$ cat config.mk
export PLATFORM = sky130hd
export DESIGN_NAME = strided_dma_control_and_status_registers
export DESIGN_NICKNAME = d
export VERILOG_FILES = /design/src/hw/rtl/sdcsr_pkg.sv /design/src/hw/rtl/sdcsr_front.sv /design/src/hw/rtl/sdcsr_back.sv /design/src/hw/rtl/strided_dma_control_and_status_registers.sv
export SDC_FILE = /design/constraint.sdc
export NUM_CORES = 1
export LEC_CHECK = 0
export BUFFER_PORTS_ARGS = -buffer_cell sky130_fd_sc_hd__buf_2
export CORE_UTILIZATION = 45
export CTS_CLUSTER_DIAMETER = 30
export CTS_CLUSTER_SIZE = 8
export DETAILED_ROUTE_END_ITERATION = 10
export PLACE_DENSITY = 0.67
export SYNTH_ARGS = -nofsm -noshare
export SYNTH_HDL_FRONTEND = slang
export SYNTH_HIERARCHICAL = 1
export SYNTH_SLANG_ARGS = --single-unit
$ cat constraint.sdc
create_clock -name i_clk -period 11.39 [get_ports i_clk]
set_clock_uncertainty 0.05 [all_clocks]
set_input_delay 1.139 -clock i_clk [delete_from_list [all_inputs] [get_ports i_clk]]
set_output_delay 1.139 -clock i_clk [all_outputs]
set_load 0.02 [all_outputs]
$ cat src/hw/rtl/sdcsr_pkg.sv
// Shared types and constants of the strided DMA control and status registers.
// Used by sdcsr_front, sdcsr_back and the top level; depends on nothing.
package sdcsr_pkg;

    localparam int unsigned MAIN_MEM_BYTES_DEF = 8388608;
    localparam int unsigned LOCAL_BANK_BYTES   = 4096;
    localparam int unsigned LOCAL_OFS_W        = $clog2(LOCAL_BANK_BYTES);

    localparam int unsigned QUEUE_DEPTH = 2;
    localparam int unsigned QPTR_W      = (QUEUE_DEPTH > 1) ? $clog2(QUEUE_DEPTH) : 1;
    localparam int unsigned QCNT_W      = $clog2(QUEUE_DEPTH + 1);

    localparam logic [31:0] LEN_MASK      = 32'hFF8F_FFFF;
    localparam logic [31:0] LEN_IDLE      = 32'h0000_0FF8;
    localparam logic [31:0] LEN_SKIP_KEEP = 32'hFF80_0000;
    localparam logic [25:0] ADDR_MASK     = 26'h3FF_FFF8;
    localparam logic [11:0] PC_MASK       = 12'hFFC;

    typedef enum logic [1:0] {
        CMD_READ   = 2'd0,
        CMD_WRITE  = 2'd1,
        CMD_FINISH = 2'd2,
        CMD_NONE   = 2'd3
    } t_cmd;

    typedef enum logic [1:0] {
        OP_READ,
        OP_WRITE,
        OP_FINISH,
        OP_NOP
    } t_op;

    typedef enum logic [3:0] {
        REG_LOCAL  = 4'd0,
        REG_MAIN   = 4'd1,
        REG_RDLEN  = 4'd2,
        REG_WRLEN  = 4'd3,
        REG_STATUS = 4'd4,
        REG_FULL   = 4'd5,
        REG_BUSY   = 4'd6,
        REG_SEMA   = 4'd7,
        REG_PC     = 4'd8
    } t_reg;

    typedef struct packed {
        t_op         op;
        t_reg        sel;
        logic [31:0] data;
    } t_entry;

    typedef struct packed {
        logic [31:0] read_data;
        logic        irq_set;
        logic        irq_clear;
        logic        dma_start;
        logic        dma_to_main;
        logic [8:0]  dma_rows;
        logic [12:0] dma_row_bytes;
        logic [11:0] dma_skip;
        logic [12:0] dma_copy_bytes;
        logic [22:0] dma_finish_delay;
        logic [25:0] dma_local_addr;
        logic [25:0] dma_main_addr;
    } t_result;

endpackage

$ cat src/hw/rtl/sdcsr_front.sv
// Front part: accepts items, classifies them into operations and queues them.
// Depends on sdcsr_pkg.
module sdcsr_front (
    input  logic                  i_clk,
    input  logic                  i_rst_n,
    input  logic                  i_in_valid,
    output logic                  o_in_ready,
    input  logic [1:0]            i_command,
    input  logic [3:0]            i_reg_index,
    input  logic [31:0]           i_write_data,
    output logic                  o_head_valid,
    output sdcsr_pkg::t_entry     o_head,
    input  logic                  i_pop
);

    sdcsr_pkg::t_entry r_mem [sdcsr_pkg::QUEUE_DEPTH];
    logic [sdcsr_pkg::QPTR_W-1:0] r_wr_ptr, r_rd_ptr;
    logic [sdcsr_pkg::QCNT_W-1:0] r_count;
    sdcsr_pkg::t_entry            entry;
    logic                         push, pop;

    // Classify: command to operation, index to register (upper indexes alias).
    always_comb begin
        case (sdcsr_pkg::t_cmd'(i_command))
            sdcsr_pkg::CMD_READ:   entry.op = sdcsr_pkg::OP_READ;
            sdcsr_pkg::CMD_WRITE:  entry.op = sdcsr_pkg::OP_WRITE;
            sdcsr_pkg::CMD_FINISH: entry.op = sdcsr_pkg::OP_FINISH;
            default:               entry.op = sdcsr_pkg::OP_NOP;
        endcase
        if (i_reg_index == sdcsr_pkg::REG_PC) begin
            entry.sel = sdcsr_pkg::REG_PC;
        end else begin
            entry.sel = sdcsr_pkg::t_reg'({1'b0, i_reg_index[2:0]});
        end
        entry.data = i_write_data;
    end

    assign o_in_ready   = (r_count != sdcsr_pkg::QCNT_W'(sdcsr_pkg::QUEUE_DEPTH));
    assign o_head_valid = (r_count != '0);
    assign o_head       = r_mem[r_rd_ptr];
    assign push         = i_in_valid && o_in_ready;
    assign pop          = i_pop && o_head_valid;

    always_ff @(posedge i_clk) begin
        if (push) begin
            r_mem[r_wr_ptr] <= entry;
        end
    end

    always_ff @(posedge i_clk) begin
        if (!i_rst_n) begin
            r_wr_ptr <= '0;
            r_rd_ptr <= '0;
            r_count  <= '0;
        end else begin
            if (push) begin
                r_wr_ptr <= (r_wr_ptr == sdcsr_pkg::QPTR_W'(sdcsr_pkg::QUEUE_DEPTH - 1))
                            ? '0 : r_wr_ptr + 1'b1;
            end
            if (pop) begin
                r_rd_ptr <= (r_rd_ptr == sdcsr_pkg::QPTR_W'(sdcsr_pkg::QUEUE_DEPTH - 1))
                            ? '0 : r_rd_ptr + 1'b1;
            end
            case ({push, pop})
                2'b10:   r_count <= r_count + 1'b1;
                2'b01:   r_count <= r_count - 1'b1;
                default: r_count <= r_count;
            endcase
        end
    end

endmodule

$ cat src/hw/rtl/sdcsr_back.sv
// Back part: holds the register state, executes queued operations, builds
// DMA descriptors and registers each result. Depends on sdcsr_pkg.
module sdcsr_back #(
    parameter int unsigned MAIN_MEM_BYTES = sdcsr_pkg::MAIN_MEM_BYTES_DEF
) (
    input  logic              i_clk,
    input  logic              i_rst_n,
    input  logic              i_head_valid,
    input  sdcsr_pkg::t_entry i_head,
    output logic              o_pop,
    output logic              o_out_valid,
    input  logic              i_out_ready,
    output sdcsr_pkg::t_result o_res
);

    localparam logic [26:0] MAIN_END  = 27'(MAIN_MEM_BYTES);
    localparam logic [12:0] LOCAL_END = 13'(sdcsr_pkg::LOCAL_BANK_BYTES);

    logic [11:0] r_pc, n_pc;
    logic [25:0] r_local, n_local, r_main, n_main;
    logic [31:0] r_read_len, n_read_len, r_write_len, n_write_len;
    logic [31:0] r_qread_len, n_qread_len, r_qwrite_len, n_qwrite_len;
    logic        r_active, n_active, r_queued, n_queued;
    logic        r_active_to_main, n_active_to_main, r_queued_to_main, n_queued_to_main;
    logic [3:0]  r_flags, n_flags;
    logic [7:0]  r_signal, n_signal;
    logic        r_sema, n_sema;
    logic        r_out_valid;
    sdcsr_pkg::t_result r_res, res;

    logic        do_start, start_to_main, to_main;
    logic [31:0] start_len, active_len, wlen, qlen, d;
    logic [8:0]  rows;
    logic [12:0] row_bytes, local_left;
    logic [20:0] req;
    logic [26:0] main_left, copy;

    function automatic logic pair_update(input logic cur, input logic [1:0] two);
        logic v;
        v = cur;
        if (two == 2'b01) v = 1'b0;
        if (two == 2'b10) v = 1'b1;
        return v;
    endfunction

    assign o_pop       = i_head_valid && (!r_out_valid || i_out_ready);
    assign o_out_valid = r_out_valid;
    assign o_res       = r_res;
    assign d           = i_head.data;
    assign wlen        = d & sdcsr_pkg::LEN_MASK;
    assign to_main     = (i_head.sel == sdcsr_pkg::REG_WRLEN);
    assign active_len  = r_active_to_main ? r_write_len : r_read_len;
    assign qlen        = r_queued_to_main ? r_qwrite_len : r_qread_len;

    // Descriptor geometry, clamped to both memory ends.
    assign row_bytes  = {1'b0, start_len[11:3], 3'b000} + 13'd8;
    assign rows       = {1'b0, start_len[19:12]} + 9'd1;
    assign req        = 21'(rows) * 21'(row_bytes);
    assign main_left  = ({1'b0, r_main} < MAIN_END) ? (MAIN_END - {1'b0, r_main}) : '0;
    assign local_left = LOCAL_END - {1'b0, r_local[sdcsr_pkg::LOCAL_OFS_W-1:0]};

    always_comb begin
        copy = {6'b0, req};
        if (main_left < copy) copy = main_left;
        if ({14'b0, local_left} < copy) copy = {14'b0, local_left};
    end

    always_comb begin
        n_pc = r_pc; n_local = r_local; n_main = r_main;
        n_read_len = r_read_len; n_write_len = r_write_len;
        n_qread_len = r_qread_len; n_qwrite_len = r_qwrite_len;
        n_active = r_active; n_queued = r_queued;
        n_active_to_main = r_active_to_main; n_queued_to_main = r_queued_to_main;
        n_flags = r_flags; n_signal = r_signal; n_sema = r_sema;
        res = '0;
        do_start = 1'b0;
        start_len = '0;
        start_to_main = 1'b0;

        case (i_head.op)
            sdcsr_pkg::OP_READ: begin
                case (i_head.sel)
                    sdcsr_pkg::REG_PC:    res.read_data = {20'b0, r_pc};
                    sdcsr_pkg::REG_LOCAL: res.read_data = {6'b0, r_local};
                    sdcsr_pkg::REG_MAIN:  res.read_data = {6'b0, r_main};
                    sdcsr_pkg::REG_RDLEN:
                        res.read_data = (r_active ? active_len : r_read_len) & ~32'd7;
                    sdcsr_pkg::REG_WRLEN:
                        res.read_data = (r_active ? active_len : r_write_len) & ~32'd7;
                    sdcsr_pkg::REG_STATUS:
                        res.read_data = {17'b0, r_signal, r_flags[3:2], 1'b0,
                                         r_queued, r_active, r_flags[1:0]};
                    sdcsr_pkg::REG_FULL:  res.read_data = {31'b0, r_queued};
                    sdcsr_pkg::REG_BUSY:  res.read_data = {31'b0, r_active};
                    sdcsr_pkg::REG_SEMA: begin
                        res.read_data = {31'b0, r_sema};
                        n_sema = 1'b1;
                    end
                    default: res.read_data = '0;
                endcase
            end
            sdcsr_pkg::OP_WRITE: begin
                case (i_head.sel)
                    sdcsr_pkg::REG_PC:    n_pc = d[11:0] & sdcsr_pkg::PC_MASK;
                    sdcsr_pkg::REG_LOCAL: n_local = d[25:0] & sdcsr_pkg::ADDR_MASK;
                    sdcsr_pkg::REG_MAIN:  n_main = d[25:0] & sdcsr_pkg::ADDR_MASK;
                    sdcsr_pkg::REG_RDLEN, sdcsr_pkg::REG_WRLEN: begin
                        if (r_active) begin
                            // Hold the request until the running transfer ends.
                            if (to_main) n_qwrite_len = wlen;
                            else         n_qread_len = wlen;
                            n_queued = 1'b1;
                            n_queued_to_main = to_main;
                        end else begin
                            if (to_main) n_write_len = wlen;
                            else         n_read_len = wlen;
                            do_start = 1'b1;
                            start_len = wlen;
                            start_to_main = to_main;
                        end
                    end
                    sdcsr_pkg::REG_STATUS: begin
                        n_flags[0] = pair_update(r_flags[0], d[1:0]);
                        if (d[2]) n_flags[1] = 1'b0;
                        res.irq_clear = (d[4:3] == 2'b01);
                        res.irq_set   = (d[4:3] == 2'b10);
                        n_flags[2] = pair_update(r_flags[2], d[6:5]);
                        n_flags[3] = pair_update(r_flags[3], d[8:7]);
                        for (int i = 0; i < 8; i++) begin
                            n_signal[i] = pair_update(r_signal[i], d[9 + 2*i +: 2]);
                        end
                    end
                    sdcsr_pkg::REG_SEMA: n_sema = 1'b0;
                    default: ;
                endcase
            end
            sdcsr_pkg::OP_FINISH: begin
                if (r_active) begin
                    res.irq_set = 1'b1;
                    if (r_queued) begin
                        n_queued = 1'b0;
                        n_read_len = qlen;
                        n_write_len = qlen;
                        do_start = 1'b1;
                        start_len = qlen;
                        start_to_main = r_queued_to_main;
                    end else begin
                        n_active = 1'b0;
                        n_read_len = sdcsr_pkg::LEN_IDLE | (active_len & sdcsr_pkg::LEN_SKIP_KEEP);
                        n_write_len = n_read_len;
                    end
                end
            end
            default: ;
        endcase

        if (do_start) begin
            n_active = 1'b1;
            n_active_to_main = start_to_main;
            res.dma_start = 1'b1;
            res.dma_to_main = start_to_main;
            res.dma_rows = rows;
            res.dma_row_bytes = row_bytes;
            res.dma_skip = start_len[31:20];
            res.dma_copy_bytes = copy[12:0];
            res.dma_finish_delay = {req, 2'b00};
            res.dma_local_addr = r_local;
            res.dma_main_addr = r_main;
        end
    end

    always_ff @(posedge i_clk) begin
        if (o_pop) begin
            r_res <= res;
        end
    end

    always_ff @(posedge i_clk) begin
        if (!i_rst_n) begin
            r_out_valid <= 1'b0;
            r_pc <= '0; r_local <= '0; r_main <= '0;
            r_read_len <= '0; r_write_len <= '0;
            r_qread_len <= '0; r_qwrite_len <= '0;
            r_active <= 1'b0; r_queued <= 1'b0;
            r_active_to_main <= 1'b0; r_queued_to_main <= 1'b0;
            r_flags <= 4'b0001;
            r_signal <= '0;
            r_sema <= 1'b0;
        end else begin
            if (o_pop) begin
                r_out_valid <= 1'b1;
            end else if (i_out_ready) begin
                r_out_valid <= 1'b0;
            end
            if (o_pop) begin
                r_pc <= n_pc; r_local <= n_local; r_main <= n_main;
                r_read_len <= n_read_len; r_write_len <= n_write_len;
                r_qread_len <= n_qread_len; r_qwrite_len <= n_qwrite_len;
                r_active <= n_active; r_queued <= n_queued;
                r_active_to_main <= n_active_to_main;
                r_queued_to_main <= n_queued_to_main;
                r_flags <= n_flags;
                r_signal <= n_signal;
                r_sema <= n_sema;
            end
        end
    end

    a_queued_needs_active: assert property (@(posedge i_clk) disable iff (!i_rst_n)
        r_queued |-> r_active)
        else $error("transfer queued with no transfer running");

    a_start_marks_active: assert property (@(posedge i_clk) disable iff (!i_rst_n)
        (r_out_valid && r_res.dma_start) |-> r_active)
        else $error("descriptor shown while no transfer is running");

    a_idle_descriptor_zero: assert property (@(posedge i_clk) disable iff (!i_rst_n)
        (r_out_valid && !r_res.dma_start) |->
            (r_res.dma_rows == '0 && r_res.dma_copy_bytes == '0))
        else $error("descriptor fields not cleared without a start");

    a_descriptor_shape: assert property (@(posedge i_clk) disable iff (!i_rst_n)
        (r_out_valid && r_res.dma_start) |->
            (r_res.dma_rows != '0 && r_res.dma_row_bytes[2:0] == 3'b000
             && r_res.dma_copy_bytes <= 13'd4096))
        else $error("malformed DMA descriptor");

endmodule

$ cat src/hw/rtl/strided_dma_control_and_status_registers.sv
// Top level of the strided DMA control and status registers.
// Instantiates sdcsr_front and sdcsr_back; depends on sdcsr_pkg.
//
// Register block of a coprocessor's DMA and status interface. Each item on
// the input channel is a register read, a register write or a DMA-finished
// event, and each item gives exactly one result item. Reads return the
// register value (reading the semaphore also sets it); writing a length
// register starts a strided transfer and shows its descriptor with
// o_dma_start high, or buffers it while a transfer runs and starts it on the
// next finish event. Status writes take paired clear/set bits and raise the
// interrupt set/clear pulses. The block takes one item per cycle while the
// output side does not stall: a two-entry queue in the front decouples input
// acceptance from execution, and the back executes one queued item per cycle
// into an output register; each result passes from the queue entry to the
// output register and is held there until the output side takes it.
// The longest path is the 9 by 13 bit row-size multiply feeding
// the copy-length clamp. No bytes are moved here; the descriptor drives an
// external copy engine, which reports completion with a finish event.
module strided_dma_control_and_status_registers #(
    parameter int unsigned MAIN_MEM_BYTES = sdcsr_pkg::MAIN_MEM_BYTES_DEF
) (
    input  logic        i_clk,
    input  logic        i_rst_n,
    // Input channel
    input  logic        i_in_valid,
    output logic        o_in_ready,
    input  logic [1:0]  i_command,
    input  logic [3:0]  i_reg_index,
    input  logic [31:0] i_write_data,
    // Result channel
    output logic        o_out_valid,
    input  logic        i_out_ready,
    output logic [31:0] o_read_data,
    output logic        o_irq_set,
    output logic        o_irq_clear,
    output logic        o_dma_start,
    output logic        o_dma_to_main,
    output logic [8:0]  o_dma_rows,
    output logic [12:0] o_dma_row_bytes,
    output logic [11:0] o_dma_skip,
    output logic [12:0] o_dma_copy_bytes,
    output logic [22:0] o_dma_finish_delay,
    output logic [25:0] o_dma_local_addr,
    output logic [25:0] o_dma_main_addr
);

    logic               head_valid;
    logic               pop;
    sdcsr_pkg::t_entry  head;
    sdcsr_pkg::t_result res;

    // Accept and classify items; queue them for the back.
    sdcsr_front u_front (
        .i_clk        (i_clk),
        .i_rst_n      (i_rst_n),
        .i_in_valid   (i_in_valid),
        .o_in_ready   (o_in_ready),
        .i_command    (i_command),
        .i_reg_index  (i_reg_index),
        .i_write_data (i_write_data),
        .o_head_valid (head_valid),
        .o_head       (head),
        .i_pop        (pop)
    );

    // Execute against the register state; hold the result until taken.
    sdcsr_back #(
        .MAIN_MEM_BYTES (MAIN_MEM_BYTES)
    ) u_back (
        .i_clk        (i_clk),
        .i_rst_n      (i_rst_n),
        .i_head_valid (head_valid),
        .i_head       (head),
        .o_pop        (pop),
        .o_out_valid  (o_out_valid),
        .i_out_ready  (i_out_ready),
        .o_res        (res)
    );

    assign o_read_data        = res.read_data;
    assign o_irq_set          = res.irq_set;
    assign o_irq_clear        = res.irq_clear;
    assign o_dma_start        = res.dma_start;
    assign o_dma_to_main      = res.dma_to_main;
    assign o_dma_rows         = res.dma_rows;
    assign o_dma_row_bytes    = res.dma_row_bytes;
    assign o_dma_skip         = res.dma_skip;
    assign o_dma_copy_bytes   = res.dma_copy_bytes;
    assign o_dma_finish_delay = res.dma_finish_delay;
    assign o_dma_local_addr   = res.dma_local_addr;
    assign o_dma_main_addr    = res.dma_main_addr;

endmodule

# Word level (Yosys, flattened, before mapping)
# Memory sizes are Yosys's and may differ from the RTL's. A register that Yosys moved wholly into a read port is not among the register bits.
# Index checks and enable logic that the tools add are counted.
# classes
n_mux	79
n_bitwise	1
multipliers	1
n_eq_ne	48
add_sub_neg	8
reduce_logical	50
magnitude_cmp	3
# op_table
cell	count
$mux W32	16
$pmux W32 S9	1
$pmux W32 S2	3
$mux W124	1
$mux W27	2
$reduce_and A4 Y1	13
$mux W1	46
$reduce_bool A2 Y1	17
$eq A2 B1 Y1 const B	15
$eq A2 B2 Y1 const B	15
$lt A13 B27 Y1	1
$lt A27 B21 Y1	1
$sub A24 B26 Y27 const A	1
$lt A26 B24 Y1 const B	1
$mul A9 B13 Y21	1
$eq A4 B3 Y1 const B	4
$reduce_and A5 Y1	3
$add A12 B4 Y13 const B	1
$mux W13	1
$sub A13 B12 Y13 const A	1
$reduce_and A6 Y1	2
$ne A2 B2 Y1 const B	5
$pmux W1 S2	5
$add A8 B1 Y9 const B	1
20 further kinds	33
# totals
ram_bits	76
regBits	351
elab_cells	231
n_memories	1
output_inout_bits	160
# memory_table
name	words	width	rd	rd_ports_with_merged_regs	wr	line	text
u_front.r_mem	2	38	1	1	1	sdcsr_front.sv:16	sdcsr_pkg::t_entry r_mem [sdcsr_pkg::QUEUE_DEPTH];

# Depth between registers and ports, before layout
# depth
word_depth	11
ltp_mapped	55
depth_no_buf	47

# Modules after synthesis
# Netlist, hierarchy kept.
# by_module_without_submodules
mod	seq_area_each_um2	n_inst	cells_each	area_each_um2
sdcsr_back	7657.3	1	2017	18391.4
sdcsr_front	2382.3	1	148	2995.4

# Least setup slack after synthesis
# No wires, ideal clock.
# synth_timing
path_kind	register -> register
from	register with a tool-made name
to	register u_back.r_res (netlist bit u_back/o_res[81]), data pin
path_slack_ps	827
n_path_buf	7
arrival_ps	10256
setup_ps	257
period_less_slack_ps	10563
path_stages_with_launch	52
path_cell_list	dfxtp_1 -> buf_2 -> mux2_2 -> ha_1 -> nand2b_1 -> clkbuf_1 -> nor2_2 -> buf_2 -> a22o_1 -> nand2_1 -> clkbuf_1 -> inv_1 -> ha_1 -> nand3_1 -> nor2_1 -> xnor2_1 -> nand2_1 -> inv_1 -> [16 not listed] -> nand4_1 -> nor2_1 -> o211ai_1 -> o21bai_1 -> nor3_1 -> buf_2 -> mux2i_1 -> ha_1 -> o2111ai_1 -> a21oi_1 -> o221ai_1 -> a21oi_1 -> nand4_1 -> nor4bb_1 -> a22o_1 -> buf_2 -> buf_4 -> o21ai_1
# synth_rtl
element	line	text
end signal, assigned	sdcsr_back.sv:174	r_res <= res;
end, declared	sdcsr_back.sv:29	sdcsr_pkg::t_result r_res, res;

==> reports/qor.yml <==
yosysTopAreaCell: "edfxtp_1"
fill_cells: 4062
p_int_mw: 3.99
wire_per_inst_um: 20.7
cts_buffers: 88
ys_async_sr_fraction: 0
drc: 12
cp.arrival_ns: 11.16
slew_headroom: 0.230
leakage_nw: 10.6
ys_ff_latch: 395
drt_iter0_drc: 1463
io_pins: 202
cts.sinks: 395
clk_latency_ns: 0.62
netlist.area_leader.share: 0.299
timing.final.crit_share: 0.944
p_comb_frac: 0.251
crit_buf_inv: 6
path_class: "flop to flop"
cp_max_fo: 21
status: "complete, but fails checks"
ys_types: 72
initial_core_util: 0.457
ir_drop_v: 0.000248
synth_edf_count: 213
place_congestion: 0.983
avgSynthCellArea_um2: 9.88
hold_slack_ns: 0.412
dp_hpwl_mm: 44.4
cap_violations: 0
nNetsFinal: 2542
seq_area_frac_synth: 0.469
via_per_inst: 5.50
area_growth_pct: 21.9
n_antenna_cell: 0
critPathTopFamily: "adder cells"
clkSlewWorstSetupHoldPaths_ns: 0.05
powerDensity_nw_per_um2: 228
synth_area_um2: 21400
cts_hold_repair.buffers: 0
cts_buffer_depth: 3
min_from: "u_back/r_qwrite_len[12]"
p_seq_frac: 0.324
pwr-share-clk: 0.425
fin_util: 0.558
grt_pass1_wl_mm: 94.2
finalHoldViolations: 0
coreArea_um2: 46800
postSynthCellCount: 2165
antenna_found_initial: 1
max_freq_mhz: 93.0
fp-row-count: 79
grt_pass1_vias: 16100
mostFrequentLayoutCells: "nand2_1, edfxtp_1, dfxtp_1"
synth_area_leaders: "edfxtp_1, dfxtp_1, nand2_1"
sw_frac_of_total: 0.330
numPortBuffers: 180
critPathCaptureType: "flop"
report.final.slew_viol_count: 0
critPathMaxStageDelay_ns: 0.54
gr-total-overflow: 0
drt_first_pass_iters: 9
yosys_warnings: 6
dieArea_um2: 48400
final_common_cell: "nand2_1"
post-route-min-period_ns: 10.75
grt_usage: 0.258
totalWireLength_mm: 63.0
tightest_slew_ns: 1.15
root_buffer: "clkbuf_16"
ant_nets: 0
htreeDepth: 3
num_vias: 16700
die_h_um: 220
start_kind: "flop"
die_w_um: 220
required_ns: 11.80
dp_slack_ns: -0.213
failed_checks: "design-rule violations"
crit_path_top_delay_cell: "fa_1"
setup_viol: 0
setup_ws_ns: 0.637
cts_tree: "built"
ys.flop_type: "edfxtp_1"
grt_start_max_net_pins: 119
hold_class: "flop to flop"
p_switching_mw: 1.96
drive_gt1_frac: 0.202
-- state kept, by name, indices dropped and copies added (netlist names), 2 cells and up, named ones only --
signal               flops
u_back/r_local          23
u_back/r_pc             10
u_back/r_qread_len      26
u_front/r_count          2
u_back/r_read_len       26
u_back/r_flags           3
u_back/r_main           23
u_back/r_write_len      26
u_back/r_signal          8
u_back/r_qwrite_len     26
u_front/r_mem           76
u_back/o_res           137
-- path summary, 6_finish.rpt --
check / slack, ns / end / cells past startpoint
worst max-delay path: 0.64 / u_back/o_res[87] / 44
worst min-delay path: 0.41 / u_back/r_qwrite_len[12] / 2
worst max register to register: 0.64 / u_back/o_res[87] / 44
worst min register to register: 0.41 / u_back/r_qwrite_len[12] / 2
-- per-layer routing --
layer  GRT usage  wire length, µm  up-vias
met1       0.337            26700     8148
met2       0.411            29400      642
li1            -                -     7798
met4       0.122             2450        2
met5           0               18        -
met3      0.0504             4450      137
-- Yosys cell counts, drive strengths merged (23+ instances only) --
cell      n
mux2     71
edfxtp  213
and2     60
nor2    173
dfxtp   182
o21ai    38
a22oi    39
xnor2    29
a21oi    49
ha       84
buf      41
nand2   406
fa       56
xor2     23
a21boi  142
inv     145
mux2i    46
clkbuf  110
-- layout make-up --
type	count	area, µm²	share of cell area
multi-input cells	1496	10400	0.397
flip-flops and latches	395	10000	0.385
clock buffers	116	2490	0.0957
repair buffers	234	1310	0.0503
well taps	607	759	0.0291
clock inverters	49	557	0.0214
inverters	145	549	0.0211
-- power groups by stage --
stage / Sequential [mW] / Combinational [mW] / Clock, mW
finish: 1.93 / 1.49 / 2.53
global route: 1.95 / 1.59 / 2.64
CTS: 1.93 / 1.47 / 2.56
detailed placement: 1.95 / 1.46 / 0
global placement: 1.94 / 1.45 / 0
floorplan: 2.23 / 0.669 / 0
-- cells by family after synthesis --
| family | count (synthesis) | synth area share |
|---|---|---|
| multiplexers | 117 | 0.0589 |
| AND/OR/NAND/NOR | 791 | 0.165 |
| adder cells (fa/ha/maj) | 140 | 0.102 |
| buffers and inverters | 296 | 0.0571 |
| XOR/XNOR | 53 | 0.0223 |
| AO/OA/AOI/OAI | 372 | 0.126 |
| other | 1 | 0.000175 |
| flip-flops | 395 | 0.469 |
-- what timing repair did --
action	in CTS	in global routing
gates resized for setup	2	18
cloned	0	2
pin swaps	0	4
buffers inserted	0	2
setup endpoints to repair	10	10
-- worst min-delay path, cell delays in order, from the launching register on --
cell      delay, ns
dfxtp_1        0.30
nand2_1        0.05
a21boi_0       0.06
-- through the flow --
stage	setup TNS [ns]	cell area (µm²)	std cells	power, mW
floorplan	0	21500	2185	2.89
global placement	0	22900	2873	3.40
detailed placement	-1.59	22900	2873	3.41
CTS	0	26000	3038	5.96
global route	-0.000343	26100	3042	6.18
finish	0	26100	3042	5.95
Power figures use the tool's default switching activity.
